==> src/design/stdp_gwu_pkg.sv <==
// Shared types and constants for the STDP Gaussian-window weight update block.
`default_nettype none
package stdp_gwu_pkg;

   localparam int INDEX_BITS          = 10;
   localparam int EXP_ENTRIES_DEFAULT = 256;
   localparam int CSR_IDX_BITS        = 3;
   localparam int CSR_DATA_BITS       = 32;
   localparam int RSP_LATENCY         = 11;

   localparam logic [30:0] W_MAX = 31'h7FFF_FFFF;

   localparam logic OP_LTP = 1'b0;
   localparam logic OP_LTD = 1'b1;

   localparam logic [CSR_IDX_BITS-1:0] REG_LTP_CENTER      = 3'd0;
   localparam logic [CSR_IDX_BITS-1:0] REG_LTP_INV_TWO_VAR = 3'd1;
   localparam logic [CSR_IDX_BITS-1:0] REG_LTP_THETA_GAIN  = 3'd2;
   localparam logic [CSR_IDX_BITS-1:0] REG_LTP_PREFACTOR   = 3'd3;
   localparam logic [CSR_IDX_BITS-1:0] REG_LTD_CENTER      = 3'd4;
   localparam logic [CSR_IDX_BITS-1:0] REG_LTD_INV_TWO_VAR = 3'd5;
   localparam logic [CSR_IDX_BITS-1:0] REG_LTD_THETA_GAIN  = 3'd6;
   localparam logic [CSR_IDX_BITS-1:0] REG_LTD_PREFACTOR   = 3'd7;

   typedef struct packed {
      logic                   op;
      logic [INDEX_BITS-1:0]  synapse_index;
      logic [30:0]            weight;
      logic [30:0]            theta;
      logic signed [31:0]     pre_spike_time;
      logic signed [31:0]     post_spike_time;
   } req_type;

   typedef struct packed {
      logic [INDEX_BITS-1:0]  synapse_index_out;
      logic [30:0]            new_weight;
      logic                   saturated;
   } rsp_type;

   // classified item handed from the front end to the datapath
   typedef struct packed {
      logic                   op;
      logic [INDEX_BITS-1:0]  idx;
      logic [30:0]            weight;
      logic [30:0]            pref;
      logic signed [33:0]     d;
      logic [30:0]            inv;
      logic                   ax_big;
      logic [19:0]            ax;
   } uq_type;

endpackage
`default_nettype wire

==> src/design/stdp_gwu_queue.sv <==
// Two-entry item queue between the front end and the datapath.
`default_nettype none
module stdp_gwu_queue import stdp_gwu_pkg::*; (
   input  wire logic   clock,
   input  wire logic   reset,
   input  wire logic   in_valid,
   input  wire uq_type in_item,
   output logic        out_valid,
   output uq_type      out_item
);

   uq_type     mem_ff [2];
   logic       wr_ptr_ff, wr_ptr_in;
   logic       rd_ptr_ff, rd_ptr_in;
   logic [1:0] count_ff, count_in;
   logic       pop;

   always_comb begin
      pop       = count_ff != 2'd0;
      wr_ptr_in = wr_ptr_ff ^ in_valid;
      rd_ptr_in = rd_ptr_ff ^ pop;
      count_in  = count_ff + 2'(in_valid) - 2'(pop);
      out_valid = pop;
      out_item  = mem_ff[rd_ptr_ff];
   end

   always_ff @(posedge clock) begin
      if (reset) begin
         wr_ptr_ff <= 1'b0;
         rd_ptr_ff <= 1'b0;
         count_ff  <= '0;
      end else begin
         wr_ptr_ff <= wr_ptr_in;
         rd_ptr_ff <= rd_ptr_in;
         count_ff  <= count_in;
      end
      if (in_valid) mem_ff[wr_ptr_ff] <= in_item;
   end

endmodule
`default_nettype wire

==> config.mk <==
export PLATFORM = sky130hd
export DESIGN_NAME = stdp_gwu_queue
export DESIGN_NICKNAME = d
export VERILOG_FILES = /design/src/design/stdp_gwu_pkg.sv /design/src/design/stdp_gwu_queue.sv
export SDC_FILE = /design/constraint.sdc
export NUM_CORES = 1
export LEC_CHECK = 0
export CORE_ASPECT_RATIO = 1.75
export CORE_UTILIZATION = 45
export DETAILED_ROUTE_END_ITERATION = 6
export DONT_BUFFER_PORTS = 1
export GPL_TIMING_DRIVEN = 1
export SLEW_MARGIN = 30
export SYNTH_ARGS = -nofsm -noshare
export SYNTH_HDL_FRONTEND = slang
export SYNTH_SLANG_ARGS = --single-unit
==> constraint.sdc <==
create_clock -name clock -period 6.4 [get_ports clock]
set_input_delay 0.64 -clock clock [delete_from_list [all_inputs] [get_ports clock]]
set_output_delay 0.64 -clock clock [all_outputs]
set_load 0.1 [all_outputs]
### Word-level counts from Yosys, hierarchy flattened

Memory sizes are Yosys's and may differ from the RTL's. A register that Yosys moved wholly into a read port is not among the register bits.
Index checks and enable logic that the tools add are counted.

* register bits: 4
* memories kept: 1
* word-level logic and storage cells: 12
* bits in writable memories: 318
* output and inout port bits: 160

* $add $sub $neg: 2
* reduce and logical (&&, ||, !) cells: 1
* bitwise operators: 2
* mux-type cells: 3

Memories
* mem_ff: words 2, bits a word 159, read ports 1, clocked after memory_dff 1, wr ports 1, RTL line stdp_gwu_queue.sv:12 `uq_type mem_ff [2];`

Operators with widths (count)
* $mux 1: 3
* $add 2x1->2: 1
* $reduce_bool 2->1: 1
* $sub 2x1->2: 1
* $xor 1x1->1: 2

### Depth between registers and ports, before layout

* word-level depth: 3
* depth in mapped cells: 5

### Worst setup path before layout

Ideal clock, no wire load.

* kind: input to register
* start: in in_valid
* end: mem mem_ff[0][0] (netlist name), enable pin
* buffers on the path: 0
* path slack: 1.519 ns
* stages: 1
* data required time: 5.861 ns
* arrival: 4.342 ns
* cell sequence: ha_1

* longest elaborated chain between the ends: 2

RTL lines
* start, declared: RTL line stdp_gwu_queue.sv:6 `input wire logic in_valid,`
* $mux 1: RTL line stdp_gwu_queue.sv:37 `if (in_valid) mem_ff[wr_ptr_ff] <= in_item;`
* $mux 1 (not written as such): RTL line stdp_gwu_queue.sv:37
* end, declared: RTL line stdp_gwu_queue.sv:12

Every way passes these cells.

==> run summary <==
Synthesis instantiated 17 different standard cells from the library. The type of the worst setup path is flop to primary output. The floorplan has 78 rows.

The root cell of the clock tree is clkbuf_16. The post-synthesis net count is 678. The layout-stage area growth over the synthesis result came out at 11.4%. The die outline width came out at 126 µm. In the layout the commonest cells are edfxtp_1 (318), mux2_4 (88), mux2_2 (71). The routed length per instance is 24.7 µm. The required time of the critical path came out at 5.76 ns. Across the run, the number of max-cap violations was 0.

Following the worst setup path forward leads to its endpoint at out_item[32]. The flow ran to the end, but the final reports show violations. The final sum of negative setup slack came out at 0 ns. In this run, placement finished with an instance count of 823.

Per report_power, the clock group accounts for 33.9% of the total. The first global-routing pass estimated 31000 µm of wire. At the end of routability-driven placement, the weighted congestion stood at 0.738. The launch point of the worst reg-to-reg path is wr_ptr_ff.

In this run, CTS created clock tree buffers numbering 28. For this run, the number of standard cells in the final layout without fillers is 875. The iteration-0 DRC count of the detailed router is 314.

The final number of max-transition violations is 0. The die outline area came out at 27400 µm². The total routing usage reported by global routing came out at 15.3%. The worst setup path is captured at a primary output. After clock tree synthesis, the clock-pin slew on the worst setup and hold paths is 0.06 ns. The data arrival time of the critical path is 2.56 ns. The number of resized instances in the post-cts repair step is 0. The largest fanout on the critical path is 84.

The hold violation total from the final report came out at 0. The number of global-route vias before repair came out at 5097. The global-route met1 utilization came out at 13.4%. In this run the most used layer during global routing was met2.

The via density per instance is 5.36. The average cell area after synthesis is 23.4 µm². The number of antenna violations at the first check in global routing came to 3. The number of setup buffers added after CTS is 0. The initial utilization of the core area, before any placement, comes to 46.1%. IR analysis of the VDD net gives a maximum drop of 0.000275 V. Measured along the y axis, the die boundary spans 218 µm.

The headroom to the max-slew limit is 44.3%. The residual antenna-violating net count after detailed routing is 0. For the pin with the worst max-slew slack, the measured transition is 0.836 ns.

The worst setup path is launched from a flop. The depth of the CTS H-tree is 1. The share of synthesized area occupied by flip-flops and latches is 80.1%. The placeable core area is 26100 µm². The switching portion of total power is 30.3%. The critical path starts at rd_ptr_ff. The hold buffer count at cts is 0. The number of register bits inferred by synthesis came out at 322. Cell internal power was estimated by the tool at 3680 µW. Combinational logic is responsible for 18.8% of the overall power. The global routing met3 resource utilization is 6.81%. The total congestion overflow is 0. The path class of the tightest hold or removal check is input pin to flop.

The minimum clock period is 3.20 ns. Fill cells in the final layout number 2049. The cell area that synthesis handed to floorplanning was 12000 µm².

The fraction of the cycle the final worst path needs came out at 50.0%. After synthesis, the share of cell area in mux cells is 17.6%. The cell depth of the worst flop-to-flop path is 3. The synthesized-area fraction occupied by xor and xnor cells came out at 0%. The post-route clock skew came out at 0.00872 ns. In the global route stage, met2 resource usage came out at 28.8%. The number of remaining DRC errors came out at 19. The count of antenna diodes in the layout came out at 0. The maximum number of pins on one net before global-route repair came out at 85.

The count of input and output buffers came out at 0. The post-route netlist has 39.1% of its cells at a drive strength greater than 1. Setup repair after global routing left no endpoint under its margin. 322 I/O pins were placed. The count of endpoints failing setup in the final report is 0. For this run, the number of Yosys warnings is 0. Summed over all nets, the switching power comes to 1600 µW.

The endpoint identified for the worst register-to-register timing path is mem_ff[0][104]. The worst setup slack for register-to-register paths is 4.14 ns. The checks that failed: DRC. The via count came out at 4693.

The worst-case clock buffer depth came out at 3. For this run, the detailed router's first-pass iteration total came to 6. Clock tree synthesis found a total of 322 sinks. The most common cell after layout, fill and taps aside is edfxtp_1. The half-perimeter wire length after detailed placement came out at 14800 µm. Synthesis handed over a netlist of 513 instances. By area, the combinational part of the netlist is dominated by multiplexers.

TritonCTS built the clock tree. After Yosys synthesis, and, or, nand and nor cells account for 0.333% of the synthesized area. The fraction of the mapped netlist area in compound gates came out at 0.187%. Summing the areas of all fa, ha and maj instances in the mapped netlist gives 0.312% of the synthesized area. The power density of the placed cells came out at 395 nW/µm². The power share of the sequential group came out at 47.2%. The total wire length came out at 21600 µm. The achievable frequency is 0.312 GHz.

The clock insertion delay at the later pin of the skew report came out at 0.54 ns. The number of nets in the layout is 698. The leakage dissipation is 0.00450 µW.
## stage by stage
stage,util [%],setup WS (ns),total power [µW],cell area [µm²],hold slack [ns]
after floorplan,-,1.52,3490,12000,0.495
after global placement,47.3,3.37,3530,12300,0.510
after detailed placement,47.6,3.73,3550,12400,0.555
after CTS,51.4,3.14,5350,13400,0.134
after global routing,51.4,3.08,5440,13400,0.136
final,51.4,3.20,5290,13400,0.165
## Yosys cell counts
| library cell | instances | share of area, % |
|---|---|---|
| inv_1 | 1 | 0.031 |
| o21a_1 | 1 | 0.062 |
| edfxtp_1 | 318 | 79 |
| ha_1 | 3 | 0.31 |
| dfxtp_1 | 4 | 0.67 |
| buf_6 | 10 | 0.94 |
| buf_2 | 7 | 0.29 |
| nor3_1 | 2 | 0.083 |
| nand3b_1 | 1 | 0.062 |
| a21oi_1 | 1 | 0.042 |
| a21bo_2 | 1 | 0.083 |
| nor2_1 | 1 | 0.031 |
| mux2_2 | 71 | 6.7 |
| mux2_4 | 88 | 11 |
| buf_8 | 1 | 0.12 |
| or2_2 | 1 | 0.052 |
| nor2b_1 | 2 | 0.10 |
## metal layers
layer / part of all wire (%) / up-vias / wire, µm
met1: 28 / 2318 / 6090
met2: 56 / 225 / 12000
li1: - / 2084 / -
met4: 4.5 / 6 / 971
met3: 11 / 60 / 2480
met5: 0.19 / - / 41
## power groups by stage
stage / Clock (µW) / Sequential, µW / Combinational (µW)
floorplan: 0 / 2540 / 948
global placement: 0 / 2550 / 984
detailed placement: 0 / 2540 / 1000
CTS: 1840 / 2500 / 1000
global route: 1920 / 2500 / 1010
finish: 1790 / 2500 / 996
## state kept, by name (all words and copies together), names as in the netlist
signal and cells:
count_ff 2, mem_ff 318, rd_ptr_ff 1, wr_ptr_ff 1
## layout make-up
class | count | area [µm²] | area share [%]
Clock inverter | 18 | 254 | 1.90
Inverter | 1 | 3.75 | 0.0280
Tap cell | 320 | 400 | 2.99
Timing Repair Buffer | 8 | 110 | 0.822
Multi-Input combinational cell | 172 | 2250 | 16.8
Sequential cell | 322 | 9630 | 71.9
Clock buffer | 34 | 744 | 5.56
## cells by family (layout without fill, tap and decap cells)
| kind of cell | count (synthesis) | in the layout |
|---|---|---|
| buf+inv | 19 | 61 |
| compound gates | 3 | 3 |
| fa+ha+maj | 3 | 3 |
| mux | 159 | 159 |
| flops | 322 | 322 |
| simple gates | 7 | 7 |
## how the worst min path moves through the flow
| stage | start | to | depth (start not counted) |
|---|---|---|---|
| floorplan | count_ff[1] | count_ff[1] | 2 |
| global placement | count_ff[1] | count_ff[1] | 2 |
| detailed placement | count_ff[0] | count_ff[1] | 2 |
| CTS | reset | count_ff[0] | 1 |
| global route | reset | wr_ptr_ff | 1 |
| finish | reset | count_ff[0] | 1 |
## critical path, cell delays in order (launching register included)
cell,delay (ns)
dfxtp_4,0.58
buf_12,0.24
buf_12,0.44
mux2_2,0.64
(Power assumes the default switching activity.)
