==> config.mk <==
export PLATFORM = sky130hd
export DESIGN_NAME = stdp_gwu_front
export DESIGN_NICKNAME = d
export VERILOG_FILES = /design/src/design/stdp_gwu_pkg.sv /design/src/design/stdp_gwu_front.sv
export SDC_FILE = /design/constraint.sdc
export NUM_CORES = 2
export LEC_CHECK = 0
export BUFFER_PORTS_ARGS = -buffer_cell sky130_fd_sc_hd__buf_4
export CAP_MARGIN = 0
export CORE_MARGIN = 1.5
export CORE_UTILIZATION = 60
export DETAILED_ROUTE_END_ITERATION = 8
export GPL_ROUTABILITY_DRIVEN = 1
export PLACE_DENSITY = 0.87
export SYNTH_ARGS = -nofsm -noshare
export SYNTH_HDL_FRONTEND = slang
export SYNTH_SLANG_ARGS = --single-unit
==> constraint.sdc <==
create_clock -name clock -period 22.8 [get_ports clock]
set_clock_uncertainty 0.1 [all_clocks]
set_input_delay 4.56 -clock clock [delete_from_list [all_inputs] [get_ports clock]]
set_output_delay 4.56 -clock clock [all_outputs]
set_load 0.01 [all_outputs]
==> src/design/stdp_gwu_pkg.sv <==
// Shared types and constants for the STDP Gaussian-window weight update block.
`default_nettype none
package stdp_gwu_pkg;

   localparam int INDEX_BITS          = 10;
   localparam int EXP_ENTRIES_DEFAULT = 256;
   localparam int CSR_IDX_BITS        = 3;
   localparam int CSR_DATA_BITS       = 32;
   localparam int RSP_LATENCY         = 11;

   localparam logic [30:0] W_MAX = 31'h7FFF_FFFF;

   localparam logic OP_LTP = 1'b0;
   localparam logic OP_LTD = 1'b1;

   localparam logic [CSR_IDX_BITS-1:0] REG_LTP_CENTER      = 3'd0;
   localparam logic [CSR_IDX_BITS-1:0] REG_LTP_INV_TWO_VAR = 3'd1;
   localparam logic [CSR_IDX_BITS-1:0] REG_LTP_THETA_GAIN  = 3'd2;
   localparam logic [CSR_IDX_BITS-1:0] REG_LTP_PREFACTOR   = 3'd3;
   localparam logic [CSR_IDX_BITS-1:0] REG_LTD_CENTER      = 3'd4;
   localparam logic [CSR_IDX_BITS-1:0] REG_LTD_INV_TWO_VAR = 3'd5;
   localparam logic [CSR_IDX_BITS-1:0] REG_LTD_THETA_GAIN  = 3'd6;
   localparam logic [CSR_IDX_BITS-1:0] REG_LTD_PREFACTOR   = 3'd7;

   typedef struct packed {
      logic                   op;
      logic [INDEX_BITS-1:0]  synapse_index;
      logic [30:0]            weight;
      logic [30:0]            theta;
      logic signed [31:0]     pre_spike_time;
      logic signed [31:0]     post_spike_time;
   } req_type;

   typedef struct packed {
      logic [INDEX_BITS-1:0]  synapse_index_out;
      logic [30:0]            new_weight;
      logic                   saturated;
   } rsp_type;

   // classified item handed from the front end to the datapath
   typedef struct packed {
      logic                   op;
      logic [INDEX_BITS-1:0]  idx;
      logic [30:0]            weight;
      logic [30:0]            pref;
      logic signed [33:0]     d;
      logic [30:0]            inv;
      logic                   ax_big;
      logic [19:0]            ax;
   } uq_type;

endpackage
`default_nettype wire

==> src/design/stdp_gwu_front.sv <==
// Front end: configuration registers, item capture, window offset and amplitude argument.
`default_nettype none
module stdp_gwu_front import stdp_gwu_pkg::*; (
   input  wire logic                     clock,
   input  wire logic                     reset,
   input  wire logic                     acc,
   input  wire req_type                  req,
   input  wire logic                     csr_we,
   input  wire logic [CSR_IDX_BITS-1:0]  csr_index,
   input  wire logic [CSR_DATA_BITS-1:0] csr_wdata,
   output logic                          out_valid,
   output uq_type                        out_item
);

   typedef struct packed {
      logic                  op;
      logic [INDEX_BITS-1:0] idx;
      logic [30:0]           weight;
      logic [30:0]           theta;
      logic signed [32:0]    dt;
      logic signed [31:0]    center;
      logic [30:0]           inv;
      logic [30:0]           gain;
      logic [30:0]           pref;
   } fs_type;

   logic signed [31:0] ltp_center_ff, ltd_center_ff;
   logic [30:0] ltp_inv_ff, ltp_gain_ff, ltp_pref_ff;
   logic [30:0] ltd_inv_ff, ltd_gain_ff, ltd_pref_ff;

   fs_type s1_in, s1_ff;
   logic   v1_ff;
   logic signed [32:0] pre_x, post_x;
   logic [61:0] ax_prod;

   always_ff @(posedge clock) begin
      if (reset) begin
         ltp_center_ff <= '0;
         ltp_inv_ff    <= 31'd65536;
         ltp_gain_ff   <= 31'd65536;
         ltp_pref_ff   <= '0;
         ltd_center_ff <= '0;
         ltd_inv_ff    <= 31'd65536;
         ltd_gain_ff   <= 31'd65536;
         ltd_pref_ff   <= '0;
      end else if (csr_we) begin
         unique case (csr_index)
            REG_LTP_CENTER:      ltp_center_ff <= csr_wdata;
            REG_LTP_INV_TWO_VAR: ltp_inv_ff    <= csr_wdata[30:0];
            REG_LTP_THETA_GAIN:  ltp_gain_ff   <= csr_wdata[30:0];
            REG_LTP_PREFACTOR:   ltp_pref_ff   <= csr_wdata[30:0];
            REG_LTD_CENTER:      ltd_center_ff <= csr_wdata;
            REG_LTD_INV_TWO_VAR: ltd_inv_ff    <= csr_wdata[30:0];
            REG_LTD_THETA_GAIN:  ltd_gain_ff   <= csr_wdata[30:0];
            REG_LTD_PREFACTOR:   ltd_pref_ff   <= csr_wdata[30:0];
            default: ;
         endcase
      end
   end

   always_comb begin
      pre_x  = 33'(req.pre_spike_time);
      post_x = 33'(req.post_spike_time);
      s1_in.op     = req.op;
      s1_in.idx    = req.synapse_index;
      s1_in.weight = req.weight;
      s1_in.theta  = req.theta;
      if (req.op == OP_LTD) begin
         s1_in.dt     = pre_x - post_x;
         s1_in.center = ltd_center_ff;
         s1_in.inv    = ltd_inv_ff;
         s1_in.gain   = ltd_gain_ff;
         s1_in.pref   = ltd_pref_ff;
      end else begin
         s1_in.dt     = post_x - pre_x;
         s1_in.center = ltp_center_ff;
         s1_in.inv    = ltp_inv_ff;
         s1_in.gain   = ltp_gain_ff;
         s1_in.pref   = ltp_pref_ff;
      end
   end

   always_ff @(posedge clock) begin
      if (reset) v1_ff <= 1'b0;
      else       v1_ff <= acc;
      if (acc) s1_ff <= s1_in;
   end

   always_comb begin
      ax_prod = 62'(s1_ff.theta) * 62'(s1_ff.gain);
      out_item.op     = s1_ff.op;
      out_item.idx    = s1_ff.idx;
      out_item.weight = s1_ff.weight;
      out_item.pref   = s1_ff.pref;
      out_item.d      = 34'(s1_ff.center) - 34'(s1_ff.dt);
      out_item.inv    = s1_ff.inv;
      out_item.ax_big = |ax_prod[61:36];
      out_item.ax     = ax_prod[35:16];
      out_valid       = v1_ff;
   end

endmodule
`default_nettype wire

**Word-level counts from Yosys, hierarchy flattened**

Cells that the tools add are included.

- Input port bits: 176
- Output and inout port bits: 160
- Register bits after elaboration: 482
- Word-level logic and storage cells: 40

- $mul: 1
- Add/sub/neg operators: 3
- Reductions and logical operators: 10
- Equality and inequality tests: 7
- Multiplexer cells: 1

Operators with widths:

| operator | count |
|---|---|
| two-way mux 158 bit | 1 |
| subtractor 32 x 32 -> 33 bit | 2 |
| multiplier 31 x 31 -> 62 bit | 1 |
| subtractor 32 x 33 -> 34 bit | 1 |
| OR reduction 26 bit | 1 |
| AND reduction 2 bit | 8 |
| == test 3 bit, second input constant | 4 |
| == test 3 x 2 -> 1 bit, second input constant | 2 |
| == test 3 x 1 -> 1 bit, second input constant | 1 |
| logical NOT 3 bit | 1 |

**Depth between registers and ports, before layout**

- Word-level depth: 2
- Mapped depth: 30
- Mapped depth without buffers: 29

**Worst setup path after synthesis**

Ideal clock, no wire load.

- Path type: register to output
- Start: register s1_ff[179] (netlist name)
- End: output port out_item[20] (netlist name)
- Arrival: 7334 ps
- Stages on the path, launching flop included: 28
- Path slack: 10806 ps
- Path through: edfxtp_1 clkbuf_1 nand2_1 fa_1 inv_1 fa_1 inv_1 fa_1 inv_1 fa_1 inv_1 fa_1 fa_1 fa_1 fa_1 inv_1 ha_1 a21o_1 o21bai_1 a221oi_2 nand3_1 a31oi_1 o31ai_2 a221oi_2 o21ai_2 a211o_1 a221oi_2 nand4_1

RTL lines:

| element | RTL line | source |
|---|---|---|
| start: declaration | stdp_gwu_front.sv:31 | `fs_type s1_in, s1_ff;` |
| start signal: assignment | stdp_gwu_front.sv:86 | `if (acc) s1_ff <= s1_in;` |
| end: declaration | stdp_gwu_front.sv:12 | `output uq_type out_item` |

==> out/qor.yml <==
timing.final.crit_share: 0.6331
cts.path.max_buffers: 3
critPathMaxStageDelay_ns: 1.29
start_kind: "flip-flop"
hold_viol: 0
die_area_um2: 92120
reg2reg_slack_ns: 21.81
finalMaxSlewViolations: 0
cts_sinks: 482
cts_resized: 0
min_path_type: "flip-flop to flip-flop"
fin_nets: 7212
clock_latency_ns: 0.68
worst_slew_pin_slew_ns: 1.411
fp.dieW_um: 303.5
root_buffer: "clkbuf_16"
tns_ns: 0
holdPathEnd: "ltd_inv_ff[28]"
grt_pass1_wl_um: 236600
grt_overflow: 0
grt_max_degree: 155
htree_levels: 2
port-buffer-count: 335
arrival_ns: 9.77
final_cell_mix: "989 x nand2_1, 940 x inv_1, 839 x fa_1, 582 x and2_1, 401 x a21oi_1"
cp_num_buf_inv: 6
cts_buffers: 52
core_area_um2: 89740
synthFlopType: "dfxtp_1"
place_congestion: 0.9506
dp_hpwl_um: 109100
ys_warn_count: 0
layout_commonest_cell: "nand2_1"
ys_seq_area_frac: 0.2207
rsz0062_at_grt: "no"
initial_core_util: 0.6038
cp-end-kind: "primary output"
drt_wl_total_um: 152400
hold_buffers: 0
fmax_mhz: 69.28
via_per_inst: 5.935
post_cts_buffers: 0
syn_area_um2: 54190
ff2ff_path_depth: 1
setup_viol: 0
drt_iter0_markers: 3926
status: "completed"
io_pins: 336
critical_path_class: "flip-flop to primary output"
netlist-cell-type-count: 82
core.rowCount: 110
cp.required_ns: 18.14
synth_nets: 7208
vias: 41970
postRouteAntennaNets: 0
die_height_um: 303.5
avgRoutedWirePerCell_um: 21.56
grt_usage: 0.3327
maxCapViolCount: 0
regToRegEndpoint: "s1_ff[35]"
fin_crit_ns: 14.43
antenna_found_initial: 5
path_common_cell: "fa_1"
holdCritStartpoint: "ltd_inv_ff[28]"
worstHoldPathCells: 2
grt_pass1_vias: 44350
clk_pin_slew_ns: 0.08
crit_slowest_cell: "edfxtp_1"
cts_tree: "built"
r2r-start: "ltd_gain_ff[4]"
netlist_instances: 5844
firstDrtPassIters: 7
area_growth_pct: 7.920
drive_gt1_frac: 0.1117
critPathMaxFanout: 31
synth_edf_count: 231
syn_area_per_cell_um2: 9.272
slew-limit-headroom: 0.05924
ys_ff_latch: 482
async_flop_share: 0
drcViolationCount: 0
cp_top_family: "adder cells"
==> cells in the mapped netlist (69+ instances only) <==
master / n / share of area
a21oi_1: 401 / 0.037
and2_1: 582 / 0.067
buf_4: 104 / 0.014
clkbuf_1: 304 / 0.021
dfxtp_1: 251 / 0.093
edfxtp_1: 231 / 0.13
fa_1: 839 / 0.31
ha_1: 349 / 0.081
inv_1: 940 / 0.065
mux2_2: 127 / 0.026
nand2_1: 989 / 0.069
nor2_1: 93 / 0.0064
o21ai_0: 93 / 0.0086
xnor2_1: 69 / 0.011
==> logic make-up after synthesis <==
family / after synthesis / share of synthesized area
buf+inv: 1394 / 0.1053
flops: 482 / 0.2207
simple gates: 1836 / 0.1614
fa+ha+maj: 1188 / 0.3906
xor+xnor: 94 / 0.01519
compound gates: 714 / 0.07874
mux: 136 / 0.02806
==> registers in the layout (all words and copies together) (netlist names) <==
signal,flops
ltp_center_ff,32
ltd_center_ff,32
ltd_gain_ff,31
ltp_pref_ff,31
ltp_inv_ff,31
ltd_pref_ff,31
out_valid,1
out_item,104
ltd_inv_ff,31
s1_ff,127
ltp_gain_ff,31
==> per-layer routing <==
layer | wire, um | GRT usage | vias up
met5 | 0 | 0 | -
met4 | 10450 | 0.1992 | 0
met3 | 15940 | 0.07653 | 654
met2 | 72480 | 0.5409 | 2531
met1 | 53580 | 0.4054 | 20770
li1 | - | - | 18020
==> area by class of cell <==
type | count | area [um2]
Tap cell | 1176 | 1471
Clock inverter | 27 | 377.9
Timing Repair Buffer | 402 | 3053
Multi-Input combinational cell | 3968 | 36560
Antenna cell | 5 | 12.51
Sequential cell | 482 | 11960
Clock buffer | 70 | 1503
Inverter | 942 | 3536
Fill cell | 6663 | 31260
==> how the worst max path moves through the flow <==
stage | startpoint | to | slack, ns | depth (start not counted)
finish | s1_ff[178] | out_item[20] | 8.37 | 27
global route | s1_ff[178] | out_item[20] | 8.03 | 27
CTS | s1_ff[38] | out_item[20] | 8.52 | 28
detailed placement | s1_ff[38] | out_item[20] | 9.24 | 28
global placement | s1_ff[38] | out_item[20] | 9.35 | 28
floorplan | s1_ff[179] | out_item[20] | 10.81 | 27
==> per-stage QoR <==
step | setup WS [ns] | hold slack [ns] | instance area, um2 | utilization | instances
4_1_cts | 8.517 | 0.3516 | 58440 | 0.6512 | 7066
5_1_grt | 8.025 | 0.3684 | 58470 | 0.6516 | 7071
6_report | 8.365 | 0.3526 | 58480 | 0.6517 | 7072
3_5_place_dp | 9.242 | 0.3428 | 56560 | 0.6303 | 6969
3_3_place_gp | 9.351 | 0.3376 | 56560 | 0.6303 | 6969
2_1_floorplan | 10.81 | 0.3329 | 54190 | - | 5844
Power is left out: the tool's default activity adds up to more than one toggle a clock period on the data nets, which glitch-free logic cannot reach.
